## src/design/bse_pkg.sv

```systemverilog
// Shared types, constants and arithmetic helpers of the Bernstein surface evaluator.
package bse_pkg;

    // Grid size default and the largest grid the datapath widths are sized for.
    localparam int GRID_POINTS_DEF = 4;
    localparam int GRID_POINTS_MAX = 8;

    // Field widths.
    localparam int SMP_W = 16;
    localparam int CO_W  = 16;
    localparam int OUT_W = 32;
    localparam int ST_W  = 2;
    localparam int CFG_W = 16;

    // Datapath widths, sized for the largest grid.
    localparam int FRAC  = 16;
    localparam int D_W   = 16;
    localparam int Q_W   = FRAC + 1;
    localparam int U_W   = FRAC + 2;
    localparam int F_W   = FRAC + 3;
    localparam int P_W   = 26;
    localparam int BIN_W = 6;
    localparam int B_W   = 32;
    localparam int W_W   = 42;
    localparam int ACC_W = 64;
    localparam int DC_W  = $clog2(Q_W);

    localparam logic signed [F_W-1:0] ONE_Q16 = F_W'(1 << FRAC);

    // Operation codes.
    localparam logic OP_LOAD = 1'b0;
    localparam logic OP_EVAL = 1'b1;

    // Status codes.
    localparam logic [ST_W-1:0] ST_OK     = 2'd0;
    localparam logic [ST_W-1:0] ST_NARROW = 2'd1;
    localparam logic [ST_W-1:0] ST_RANGE  = 2'd2;

    // Configuration register indexes.
    localparam logic [1:0] REG_FIRST_LOW   = 2'd0;
    localparam logic [1:0] REG_FIRST_HIGH  = 2'd1;
    localparam logic [1:0] REG_SECOND_LOW  = 2'd2;
    localparam logic [1:0] REG_SECOND_HIGH = 2'd3;

    // Commands from the controller to the datapath.
    typedef struct packed {
        logic capture;
        logic grid_wr;
        logic check;
        logic axis;
        logic div_step;
        logic div_last;
        logic p_mul;
        logic p_first;
        logic p_use_u;
        logic b_store;
        logic cell_rd;
        logic mac;
        logic out_load;
    } t_cmd;

    // Status from the datapath to the controller.
    typedef struct packed {
        logic [ST_W-1:0] check_code;
    } t_sts;

    // Arithmetic right shift rounding to nearest, ties away from zero.
    function automatic logic signed [63:0] round_shr(input logic signed [63:0] v, input int s);
        logic [63:0] mag;
        logic [63:0] res;
        mag = v[63] ? 64'(-v) : 64'(v);
        res = (mag + (64'd1 << (s - 1))) >> s;
        return v[63] ? -$signed(res) : $signed(res);
    endfunction

    // Saturate a wide signed value to the 32-bit output range.
    function automatic logic signed [OUT_W-1:0] sat_out(input logic signed [63:0] v);
        if (v > 64'sd2147483647) begin
            return 32'sh7fffffff;
        end else if (v < -64'sd2147483648) begin
            return 32'sh80000000;
        end
        return v[OUT_W-1:0];
    endfunction

    // Binomial coefficient through Pascal's triangle, evaluated at elaboration.
    function automatic int binom(input int n, input int k);
        int row [0:GRID_POINTS_MAX];
        for (int c = 0; c <= GRID_POINTS_MAX; c++) begin
            row[c] = (c == 0) ? 1 : 0;
        end
        for (int r = 1; r <= n; r++) begin
            for (int c = GRID_POINTS_MAX; c >= 1; c--) begin
                row[c] = row[c] + row[c-1];
            end
        end
        return row[k];
    endfunction

endpackage

```

## src/design/bse_ctrl.sv

```systemverilog
// Controller state machine that sequences normalization, basis and grid accumulation.
module bse_ctrl
    import bse_pkg::*;
#(
    parameter int GRID_POINTS = GRID_POINTS_DEF,
    localparam int IDX_W = $clog2(GRID_POINTS)
) (
    input  logic             i_clk,
    input  logic             i_rst_n,
    input  logic             i_in_valid,
    input  logic             i_in_opcode,
    output logic             o_in_ready,
    output logic             o_out_valid,
    input  logic             i_out_ready,
    input  t_sts             i_sts,
    output t_cmd             o_cmd,
    output logic [IDX_W-1:0] o_idx_a,
    output logic [IDX_W-1:0] o_idx_b
);

    localparam logic [3:0] S_IDLE     = 4'd0;
    localparam logic [3:0] S_CHECK    = 4'd1;
    localparam logic [3:0] S_DIV      = 4'd2;
    localparam logic [3:0] S_BASIS    = 4'd3;
    localparam logic [3:0] S_CELL_RD  = 4'd4;
    localparam logic [3:0] S_CELL_MAC = 4'd5;
    localparam logic [3:0] S_FINISH   = 4'd6;

    localparam logic [IDX_W-1:0] IDX_LAST = IDX_W'(GRID_POINTS - 1);
    localparam logic [DC_W-1:0]  DIV_LAST = DC_W'(Q_W - 1);

    logic [3:0]       r_state, n_state;
    logic             r_axis, n_axis;
    logic [DC_W-1:0]  r_cnt, n_cnt;
    logic [IDX_W-1:0] r_a, n_a;
    logic [IDX_W-1:0] r_b, n_b;
    logic             r_out_valid, n_out_valid;

    // Next-state and command decode.
    always_comb begin
        n_state     = r_state;
        n_axis      = r_axis;
        n_cnt       = r_cnt;
        n_a         = r_a;
        n_b         = r_b;
        n_out_valid = r_out_valid;
        o_cmd       = '0;
        o_cmd.axis  = r_axis;
        if (r_out_valid && i_out_ready) begin
            n_out_valid = 1'b0;
        end
        unique case (r_state)
            S_IDLE: begin
                if (i_in_valid) begin
                    o_cmd.capture = 1'b1;
                    if (i_in_opcode == OP_LOAD) begin
                        o_cmd.grid_wr = 1'b1;
                        n_state       = S_FINISH;
                    end else begin
                        n_axis  = 1'b0;
                        n_state = S_CHECK;
                    end
                end
            end
            S_CHECK: begin
                o_cmd.check = 1'b1;
                n_cnt       = '0;
                n_state     = (i_sts.check_code != ST_OK) ? S_FINISH : S_DIV;
            end
            S_DIV: begin
                o_cmd.div_step = 1'b1;
                if (r_cnt == DIV_LAST) begin
                    o_cmd.div_last = 1'b1;
                    n_a            = '0;
                    n_b            = '0;
                    if (!r_axis) begin
                        n_axis  = 1'b1;
                        n_state = S_CHECK;
                    end else begin
                        n_axis  = 1'b0;
                        n_state = S_BASIS;
                    end
                end else begin
                    n_cnt = r_cnt + 1'b1;
                end
            end
            S_BASIS: begin
                // r_a is the basis index, r_b the factor count within it.
                if (r_b != IDX_LAST) begin
                    o_cmd.p_mul   = 1'b1;
                    o_cmd.p_first = (r_b == '0);
                    o_cmd.p_use_u = (r_b < r_a);
                    n_b           = r_b + 1'b1;
                end else begin
                    o_cmd.b_store = 1'b1;
                    n_b           = '0;
                    if (r_a == IDX_LAST) begin
                        n_a = '0;
                        if (!r_axis) begin
                            n_axis = 1'b1;
                        end else begin
                            n_state = S_CELL_RD;
                        end
                    end else begin
                        n_a = r_a + 1'b1;
                    end
                end
            end
            S_CELL_RD: begin
                o_cmd.cell_rd = 1'b1;
                n_state       = S_CELL_MAC;
            end
            S_CELL_MAC: begin
                o_cmd.mac = 1'b1;
                n_state   = S_CELL_RD;
                if (r_b == IDX_LAST) begin
                    n_b = '0;
                    if (r_a == IDX_LAST) begin
                        n_state = S_FINISH;
                    end else begin
                        n_a = r_a + 1'b1;
                    end
                end else begin
                    n_b = r_b + 1'b1;
                end
            end
            S_FINISH: begin
                if (!r_out_valid || i_out_ready) begin
                    o_cmd.out_load = 1'b1;
                    n_out_valid    = 1'b1;
                    n_state        = S_IDLE;
                end
            end
            default: begin
                n_state = S_IDLE;
            end
        endcase
    end

    // State and counter registers.
    always_ff @(posedge i_clk) begin
        if (!i_rst_n) begin
            r_state     <= S_IDLE;
            r_axis      <= 1'b0;
            r_cnt       <= '0;
            r_a         <= '0;
            r_b         <= '0;
            r_out_valid <= 1'b0;
        end else begin
            r_state     <= n_state;
            r_axis      <= n_axis;
            r_cnt       <= n_cnt;
            r_a         <= n_a;
            r_b         <= n_b;
            r_out_valid <= n_out_valid;
        end
    end

    assign o_in_ready  = (r_state == S_IDLE);
    assign o_out_valid = r_out_valid;
    assign o_idx_a     = r_a;
    assign o_idx_b     = r_b;

endmodule

```

## config.mk

```make
export PLATFORM = sky130hd
export DESIGN_NAME = bse_ctrl
export DESIGN_NICKNAME = d
export VERILOG_FILES = /design/src/design/bse_pkg.sv /design/src/design/bse_ctrl.sv
export SDC_FILE = /design/constraint.sdc
export NUM_CORES = 1
export LEC_CHECK = 0
export BUFFER_PORTS_ARGS = -buffer_cell sky130_fd_sc_hd__buf_4
export CORE_ASPECT_RATIO = 1.1
export CORE_UTILIZATION = 51
export DETAILED_ROUTE_END_ITERATION = 10
export PLACE_DENSITY = 0.77
export SYNTH_ARGS = -nofsm -noshare
export SYNTH_HDL_FRONTEND = slang
export SYNTH_SLANG_ARGS = --single-unit
export TNS_END_PERCENT = 1
```

## constraint.sdc

```tcl
create_clock -name i_clk -period 1.7 [get_ports i_clk]
set_input_delay 0.17 -clock i_clk [delete_from_list [all_inputs] [get_ports i_clk]]
set_output_delay 0.17 -clock i_clk [all_outputs]
set_load 0.05 [all_outputs]
```

# Word-level counts from Yosys, hierarchy flattened
# Index checks and enable logic that the tools add are counted.
word_totals:
  inputBits: 7
  register_bits: 15
  wordCells: 90
  output_inout_bits: 19
classes:
  mux: 46
  magnitude_cmp: 1
  n_addsub: 3
  eq_ne: 20
  reduce_logical: 14
ops:
  columns: ["op", "n"]
  rows:
  - ["$mux W4", 7]
  - ["$pmux W4 S7", 1]
  - ["$mux W2", 13]
  - ["$ne A2 B2 Y1 const B", 11]
  - ["$mux W1", 17]
  - ["$eq A4 B3 Y1 const B", 3]
  - ["$pmux W2 S3", 2]
  - ["$reduce_and A6 Y1", 2]
  - ["$pmux W5 S2", 1]
  - ["$mux W3", 3]
  - ["$eq A4 B2 Y1 const B", 2]
  - ["$reduce_bool A3 Y1", 2]
  - ["$add A5 B1 Y5 const B", 1]
  - ["$eq A5 B5 Y1 const B", 1]
  - ["$mux W5", 1]
  - ["$reduce_and A5 Y1", 1]
  - ["$add A2 B1 Y2 const B", 2]
  - ["$eq A2 B2 Y1 const B", 2]
  - ["$eq A4 B1 Y1 const B", 1]
  - ["$logic_not A4 Y1", 1]
  - ["$reduce_and A2 Y1", 2]
  - ["$reduce_bool A2 Y1", 2]
  - ["$pmux W1 S3", 1]
  - ["$logic_not A2 Y1", 1]
  - ["4 further kinds", 4]

# Depth between registers and ports, before layout
# Gate-level depths: netlist of run 1.
depth:
  word_depth: 4
  ltp_mapped: 7
  mapped_depth_nobuf: 7

# Worst setup path after synthesis of run 1
# OpenSTA, ideal clock, no wires.
synth_path:
  path_type: "reg2out"
  start: "reg r_a[1] (netlist: o_idx_a[1])"
  end: "out o_cmd[4] (netlist name)"
  required_ns: 1.530
  arrival_time_ns: 2.610
  setup_slack_ns: -1.080
  path_stages_with_launch: 5
  cell_sequence: "dfxtp_1 -> inv_1 -> ha_1 -> a21boi_0 -> nor4_1"
synth_rtl:
  columns: ["item", "line_no", "source"]
  rows:
  - ["start: declaration", "bse_ctrl.sv:35", "logic [IDX_W-1:0] r_a, n_a;"]
  - ["start signal: assignment", "bse_ctrl.sv:153", "r_a <= n_a;"]
  - ["end: declaration", "bse_ctrl.sv:16", "output t_cmd o_cmd,"]

==> flow_summary_export.csv, run 1 <==
group,metric,value,unit
critical_path,ff2ff_path_depth,7,
synth,synth_area_leaders,"dfxtp_1 (27%), ha_1 (7.2%), nand2_1 (5.8%)",
detailed_routing,wl_per_cell,13.6,um
timing,skew,0.0171,ns
synth,syn_nets,146,
timing,clock.fmax,588,MHz
timing,fin_ws,-0.000882,ns
critical_path,r2r_slack,0.09,ns
critical_path,crit_fanout,6,
power_and_ir_drop,power_density,1570,mW/mm^2
detailed_routing,drt_iter0_drc,36,
global_routing,grt_max_degree,17,
timing,drv_slew,0,
global_routing,track_usage,25.9,%
synth,synth_cell_types,41,
detailed_routing,vias,1088,
status,violations,"negative setup slack",
run,cap_violations,0,
critical_path,endpoint_kind,"output port",
global_routing,grt_pass1_wl,4260,um
floorplan,design.core.area,0.00184,mm^2
timing,setup_violations,1,
critical_path,critPathLaunchType,"flop",
cts,cts_root_buffer,"clkbuf_4",
finish,antenna_cells,0,
worst_hold_path,holdPathEnd,"r_state[1]",
synth,synth_area_per_cell,7.79,um^2
cts,clk_pin_slew,0.10,ns
timing,grt_setup_unrepaired,"true",
place,port_buffers,25,
floorplan,die_h,49.3,um
floorplan,die_area,0.00222,mm^2
finish,instances_no_fill,191,
finish,drive_above_1_share,39.0,%
synth,ys_ff_latch,14,
place,hpwl,1870,um
detailed_routing,ant_nets,0,
detailed_routing,wl,2600,um
critical_path,timing.rr.start,"o_idx_a[1]",
status,status,"finished, violations left",
critical_path,worstPathRequired,1.53,ns
worst_hold_path,worstHoldStart,"i_in_valid",
finish,fin_util,77.1,%
timing,whs,0.156,ns
synth,synth-warning-count,0,
power_and_ir_drop,totalPowerFinal,2.23,mW
cts,ctsHoldBuffers,0,
cts,cts_tree,"built",
cts,clk_path_buf_depth,2,
floorplan,fp.dieW,45.0,um
timing,post-route-min-period,1.70,ns
power_and_ir_drop,p_leak,0.608,nW
global_routing,antenna_found_initial,0,
timing,slew_headroom,78.6,%
critical_path,r2r_end,"r_state[2]",
critical_path,critPathKind,"flop to output port",
floorplan,initial_core_util,56.3,%
global_routing,grt-ovfl-total,0,
synth,synth_largest_type_area_fraction,27.1,%
timing,finalHoldViolations,0,
synth,synth_top_area_cell,"dfxtp_1",
cts,worstSkewPairLatency,0.30,ns
cts,cts_sinks,14,
floorplan,design.portCount,26,
synth,syn_inst,133,
floorplan,row_count,16,
power_and_ir_drop,peakVddDrop,0.869,mV
synth,syn-cell-area,0.00104,mm^2
worst_hold_path,min_path_type,"input port to flop",
global_routing,grt_pass1_vias,976,
place,gp_congestion,0.819,
finish,fin_nets,178,
detailed_routing,drcViolationCount,0,
finish,syn_to_final_growth,37.1,%
worst_hold_path,whs_path_depth,3,
cts,numCtsBuffers,3,
timing,period_share,100,%
critical_path,arrival,1.53,ns
synth,synth-seq-area-share,27.1,%
timing,tightest_slew,0.321,ns
detailed_routing,dr.pass1.iters,7,
cts,h-tree-depth,1,
detailed_routing,avgViaCountPerCell,5.70,
place,dpl.cell_count,184,
==> cell usage after synthesis (all sizes together) <==
master   number
o32ai         2
mux2i         4
nor2b         3
a21boi        2
a31oi         3
o22ai         1
o41ai         1
xnor2         1
clkbuf        2
and4bb        1
a221oi        1
a211oi        1
and3          4
o31ai         1
nand4bb       1
nand4b        1
a2bb2o        1
nand2b        2
nand2        16
nor3          4
o21ai         4
dfxtp        14
nor2         11
and2          2
inv          12
ha            6
buf           7
a2bb2oi       1
nor4          2
xor2          3
a21oi        10
a22o          2
nand3         7
==> where the power goes <==
group	total [mW]	switching, mW	internal [mW]
registers	0.519	0.118	0.401
clock network	0.212	0.120	0.0916
logic	1.50	0.972	0.531
total	2.23	1.21	1.02
==> worst max-delay path, cell delays in order (launching register included) <==
cell and delay (ns):
dfxtp_4 0.38, ha_2 0.22, buf_4 0.16, nor4_4 0.27
buf_6 0.20
==> worst max path at each step <==
| stage | from | cells past startpoint | end |
|---|---|---|---|
| after detailed placement | r_state[1] | 5 | r_state[2] |
| after global routing | r_cnt[0] | 6 | o_cmd[7] |
| final | o_idx_b[1] | 4 | o_cmd[4] |
| after floorplan | o_idx_b[1] | 3 | o_cmd[4] |
| after global placement | r_state[1] | 5 | r_state[2] |
| after CTS | o_idx_b[1] | 4 | o_cmd[4] |
==> cell usage in the layout (no fill, tap or decap), drive strengths merged, types with 3 or more instances in the layout <==
cell type  synthesis  routed
a21oi             10      10
xor2               3       3
mux2i              4       4
clkbuf             2       4
nand2             16      16
buf                7      36
dfxtp             14      14
nor3               4       4
nor2b              3       3
nor2              11      11
and3               4       4
ha                 6       6
nand3              7       7
a31oi              3       3
inv               12      12
o21ai              4       4
==> layer usage <==
| layer | wire, um | vias to the layer above | global-route usage [%] |
|---|---|---|---|
| li1 | - | 530 | - |
| met1 | 1170 | 508 | 33.9 |
| met2 | 1210 | 43 | 38.9 |
| met3 | 147 | 7 | 5.19 |
| met4 | 73 | 0 | 13.6 |
| met5 | 0 | - | 0 |
==> through the flow <==
step	TNS, ns	area, um^2	setup slack (ns)
2_1_floorplan	-0.228	1080	-0.0882
3_3_place_gp	0	1290	0.0740
3_5_place_dp	0	1290	0.0821
4_1_cts	-0.0134	1400	-0.0134
5_1_grt	-0.102	1420	-0.0462
6_report	-0.000882	1420	-0.000882
==> state kept, by name, indices dropped and copies added (netlist names) <==
| register | count |
|---|---|
| r_axis | 1 |
| o_idx_b | 2 |
| o_out_valid | 1 |
| r_cnt | 5 |
| r_state | 3 |
| o_idx_a | 2 |
==> cell families after synthesis <==
family / synth area share [%]
buffers and inverters: 10.9
and+or+nand+nor: 26.8
adders and majority gates: 7.25
AOI/OAI and AO/OA: 20.8
muxes: 3.86
DFF: 27.1
xor gates and xnor gates: 3.38
==> repair_timing <==
item	CTS	global route
endpoints found under the setup margin	9	8
pin swaps	2	1
setup buffers	2	1
resized for setup	17	4
==> final cells by class <==
class | count | area (um^2)
Timing Repair Buffer | 36 | 289
Multi-Input combinational cell | 98 | 731
Inverter | 12 | 45.0
Sequential cell | 14 | 295
Fill cell | 141 | 422
Tap cell | 27 | 33.8
Clock buffer | 4 | 26.3
No activity file was read; power rests on OpenSTA's default activity.
==> run 2: changes to the inputs <==
- PLACE_DENSITY: 0.77 -> 0.81
- REMOVE_ABC_BUFFERS: unset -> 1
- SKIP_LAST_GASP: unset -> 1
==> flow_summary_export.csv, run 2 (synthesis gave the netlist of run 1 again) <==
group,metric,value,unit
place,dpl.cell_count,182,
finish,fin_nets,174,
timing,tightest_slew,0.411,ns
global_routing,grt_pass1_vias,919,
global_routing,track_usage,23.7,%
finish,antenna_cells,0,
timing,grt_setup_unrepaired,"true",
detailed_routing,dr.pass1.iters,5,
power_and_ir_drop,peakVddDrop,0.998,mV
cts,clk_path_buf_depth,2,
finish,drive_above_1_share,31.3,%
detailed_routing,wl_met3,144,um
timing,post-route-min-period,1.71,ns
finish,syn_to_final_growth,27.9,%
timing,period_share,101,%
floorplan,row_count,16,
cts,h-tree-depth,1,
critical_path,crit_slowest_cell,"dfxtp_1",
place,hpwl,1870,um
floorplan,die_h,49.3,um
floorplan,design.core.area,0.00184,mm^2
detailed_routing,wl_met2,1240,um
power_and_ir_drop,pwr-share-clk,11.4,%
detailed_routing,drcViolationCount,0,
global_routing,grt_pass1_wl,3950,um
floorplan,initial_core_util,56.3,%
critical_path,worst-path-buf-inv,2,
critical_path,crit_chain,"ha_1, inv_1, nor2_1, buf_4",
finish,largest_reg_flops,5,
critical_path,crit_fanout,8,
cts,clk_pin_slew,0.09,ns
timing,drv_slew,0,
finish,instances_no_fill,187,
status,status,"finished, violations left",
detailed_routing,drt_iter0_drc,21,
run,cap_violations,0,
power_and_ir_drop,comb_power_share,66.2,%
timing,finalHoldViolations,0,
detailed_routing,drt-met1-wl,1090,um
cts,cts_root_buffer,"clkbuf_4",
detailed_routing,vias,1069,
place,gp_congestion,0.858,
worst_hold_path,min_path_type,"input port to flop",
finish,top_regs,"r_cnt (5), r_state (3)",
critical_path,arrival,1.54,ns
floorplan,die_area,0.00222,mm^2
critical_path,endpoint_kind,"output port",
finish,mostFrequentLayoutCells,"buf_4 (32), nand2_1 (16), inv_1 (11), nor2_1 (11), dfxtp_1 (11)",
place,place_ws,0.0705,ns
cts,ctsHoldBuffers,0,
critical_path,cp_top_family,"flip-flops",
critical_path,critPathKind,"flop to output port",
detailed_routing,ant_nets,0,
power_and_ir_drop,p_leak,0.576,nW
finish,mostFrequentLayoutCell,"buf_4",
cts,cts_sinks,14,
place,port_buffers,25,
place,place_area,0.00123,mm^2
global_routing,grt_max_degree,13,
floorplan,fp.dieW,45.0,um
global_routing,antenna_found_initial,0,
detailed_routing,wl,2570,um
floorplan,design.portCount,26,
finish,final_area,0.00133,mm^2
timing,clock.fmax,584,MHz
timing,slew_headroom,72.3,%
timing,fin_ws,-0.0127,ns
critical_path,worstPathRequired,1.53,ns
timing,whs,0.170,ns
power_and_ir_drop,totalPowerFinal,2.20,mW
timing,setup_violations,2,
power_and_ir_drop,intPower,1.04,mW
cts,cts_tree,"built",
power_and_ir_drop,power_switching,1.16,mW
critical_path,critPathMaxStageDelay,0.42,ns
global_routing,grt-ovfl-total,0,
detailed_routing,wl_per_cell,13.7,um
power_and_ir_drop,seqPwrFrac,22.3,%
detailed_routing,dr.max_layer_used,"met4",
detailed_routing,avgViaCountPerCell,5.72,
cts,worstSkewPairLatency,0.29,ns
power_and_ir_drop,power_density,1660,mW/mm^2
status,violations,"negative setup slack",
power_and_ir_drop,p_sw_share,52.9,%
cts,numCtsBuffers,3,
timing,skew,0.00174,ns
finish,nFillCells,151,
finish,regMostFlops,"r_cnt",
critical_path,critPathLaunchType,"flop",
==> run 2: cell types whose count changed in the layout (fill, tap and decap cells not counted), sizes merged <==
cell	change
buf	-4
==> run 2: stage by stage <==
step	util, %	setup TNS [ns]
floorplan	-	-4.48
global placement	67.1	0
detailed placement	67.1	0
CTS	70.3	-0.0500
global route	71.9	-0.423
finish	71.9	-0.0142
==> run 2: power by group through the flow <==
stage | sequential [mW] | clock, mW | combinational, mW
after floorplan | 0.605 | 0 | 0.839
after global placement | 0.483 | 0 | 1.37
after detailed placement | 0.485 | 0 | 1.39
after CTS | 0.481 | 0.255 | 1.41
after global routing | 0.503 | 0.259 | 1.56
final | 0.492 | 0.252 | 1.46
==> run 2: worst paths after layout <==
| kind | cells after the start | endpoint | slack [ns] | startpoint |
|---|---|---|---|---|
| max | 4 | o_cmd[3] | -0.01 | o_idx_b[0] |
| min reg2reg | 2 | r_cnt[0] | 0.51 | r_cnt[0] |
| max reg2reg | 6 | r_state[0] | 0 | o_idx_b[0] |
| min | 3 | r_state[1] | 0.17 | i_in_valid |
==> run 2: final cells by class <==
| type | instances | area, um^2 | area share [%] |
|---|---|---|---|
| clock buffer | 4 | 36.3 | 2.74 |
| sequential | 14 | 284 | 21.4 |
| inverter | 12 | 45.0 | 3.40 |
| multi-input combinational | 98 | 686 | 51.7 |
| tap | 27 | 33.8 | 2.55 |
| timing repair buffer | 32 | 240 | 18.1 |
==> run 2: routing by layer <==
metal / vias to the layer above / global-route usage (%)
met5: - / 0
met4: 0 / 12.1
li1: 517 / -
met2: 45 / 40.3
met3: 10 / 3.33
met1: 497 / 27.6
==> run 2: repair_timing <==
action,4_1_cts,5_1_grt
gates resized for setup,3,7
setup buffers,0,1
gates cloned,0,0
setup endpoints to repair,3,7
pin swaps,0,1
==> run 2: worst reg2reg max path, stage by stage, from the launching register on <==
cell and delay [ns]:
dfxtp_1 0.42, ha_1 0.36, nand2_1 0.09, a31oi_1 0.18, a21oi_1 0.09, a21oi_1 0.25, mux2i_1 0.24
==> run 3: changes to the inputs <==
- CELL_PAD_IN_SITES_DETAIL_PLACEMENT: unset -> 1
- CELL_PAD_IN_SITES_GLOBAL_PLACEMENT: unset -> 2
- CORE_UTILIZATION: 51 -> 29
==> flow_summary_export.csv, run 3 (synthesis gave the netlist of run 1 again) <==
group,metric,value,unit
status,status,"finished, violations left",
status,violations,"negative setup slack",
worst_hold_path,min_path_type,"input port to flop",
place,port_buffers,25,
place,hpwl,2440,um
floorplan,die_area,0.00382,mm^2
place,dpl.cell_count,209,
timing,finalHoldViolations,0,
cts,cts_root_buffer,"clkbuf_4",
critical_path,crit_fanout,3,
power_and_ir_drop,power_density,1620,mW/mm^2
timing,drv_slew,0,
critical_path,arrival,1.55,ns
cts,worstSkewPairLatency,0.29,ns
detailed_routing,drcViolationCount,0,
power_and_ir_drop,totalPowerFinal,2.29,mW
critical_path,worstPathRequired,1.53,ns
floorplan,design.core.area,0.00339,mm^2
timing,post-route-min-period,1.72,ns
timing,setup_violations,2,
finish,mostFrequentLayoutCells,"buf_4 (39), nand2_1 (16), nor2_1 (11)",
detailed_routing,avgViaCountPerCell,5.03,
finish,top_regs,"r_cnt (5), r_state (3)",
finish,nFillCells,439,
detailed_routing,wl_per_cell,14.9,um
power_and_ir_drop,p_leak,0.614,nW
critical_path,cp_top_family,"flip-flops",
finish,antenna_cells,0,
critical_path,endpoint_kind,"output port",
cts,cts_sinks,14,
global_routing,grt_pass1_vias,1100,
finish,instances_no_fill,215,
floorplan,row_count,22,
detailed_routing,vias,1082,
worst_hold_path,worstHoldStart,"i_rst_n",
floorplan,die_h,64.7,um
finish,multi_input_area,688,um^2
power_and_ir_drop,peakVddDrop,0.425,mV
cts,clk_path_buf_depth,2,
critical_path,worst-path-buf-inv,2,
global_routing,grt-ovfl-total,0,
finish,mostFrequentLayoutCell,"buf_4",
global_routing,antenna_found_initial,0,
critical_path,critPathKind,"flop to output port",
floorplan,fp.dieW,59.0,um
detailed_routing,wl,3210,um
run,cap_violations,0,
place,place_area,0.00131,mm^2
finish,syn_to_final_growth,36.4,%
finish,largest_reg_flops,5,
floorplan,design.portCount,26,
timing,period_share,101,%
global_routing,grt_max_degree,13,
detailed_routing,ant_nets,0,
finish,regArea,290,um^2
timing,totalNegativeSetupSlack,-0.0242,ns
critical_path,critPathMaxStageDelay,0.36,ns
cts,cts_tree,"built",
place,gp_congestion,0.790,
finish,fin_nets,181,
critical_path,crit_chain,"inv_2, ha_4, a21boi_2, nor4_2, buf_4",
timing,clock.fmax,581,MHz
global_routing,grt_pass1_wl,5220,um
detailed_routing,drt_iter0_drc,25,
timing,fin_ws,-0.0216,ns
finish,regMostFlops,"r_cnt",
critical_path,timing.rr.start,"r_cnt[0]",
cts,h-tree-depth,1,
timing,tightest_slew,0.351,ns
critical_path,crit_slowest_cell,"dfxtp_2",
critical_path,startpoint,"o_idx_a[1]",
timing,grt_setup_unrepaired,"true",
finish,final_area,0.00141,mm^2
finish,drive_above_1_share,36.5,%
detailed_routing,dr.pass1.iters,4,
critical_path,critPathLaunchType,"flop",
timing,whs,0.204,ns
cts,numCtsBuffers,3,
floorplan,initial_core_util,30.6,%
global_routing,track_usage,18.1,%
cts,clk_pin_slew,0.09,ns
timing,slew_headroom,76.6,%
timing,skew,0.00139,ns
[run 3: cell types whose count changed in the layout (fill, tap and decap cells not counted), sizes merged]
cell  previous run  this run
buf             32        39
[run 3: cell type report]
type	instances	share of cell area, %
Clock buffer	4	2.57
Multi-Input combinational cell	98	48.7
Timing Repair Buffer	39	20.7
Tap cell	48	4.25
Inverter	12	3.19
Sequential cell	14	20.5
[run 3: routing by layer]
metal	track usage, %	part of all wire (%)
met5	0	0
met4	7.14	2.0
met3	3.19	4.3
met2	30.4	48
met1	22.6	45
[run 3: worst paths after layout]
check,end,slack (ns),cells after the start
max,o_cmd[4],-0.02,5
min,o_idx_a[1],0.20,3
max reg2reg,r_cnt[1],0.12,7
min reg2reg,r_cnt[0],0.50,2
[run 3: stage by stage]
stage / worst slack [ns] / utilization, %
floorplan: -1.08 / -
global route: -0.154 / 41.7
finish: -0.0216 / 41.7
CTS: -0.0356 / 40.5
global placement: 0.158 / 38.6
detailed placement: 0.112 / 38.6
[run 3: timing repair]
item	CTS	global route
pin swaps	0	2
buffers inserted	0	2
gates resized for setup	7	9
hold buffers	0	0
endpoints found under the hold margin	0	0
cloned	0	0
setup endpoints to repair	7	16
[run 3: where the power goes]
part	switching [mW]	leakage (nW)	internal, mW	total, mW
clock network	0.126	0.0210	0.131	0.256
logic	0.985	0.477	0.549	1.53
registers	0.104	0.116	0.400	0.504
total	1.21	0.614	1.08	2.29
[run 3: tightest hold or removal path, stage by stage]
cell     delay [ns]
buf_4          0.16
nand2_1        0.07
o21ai_0        0.06
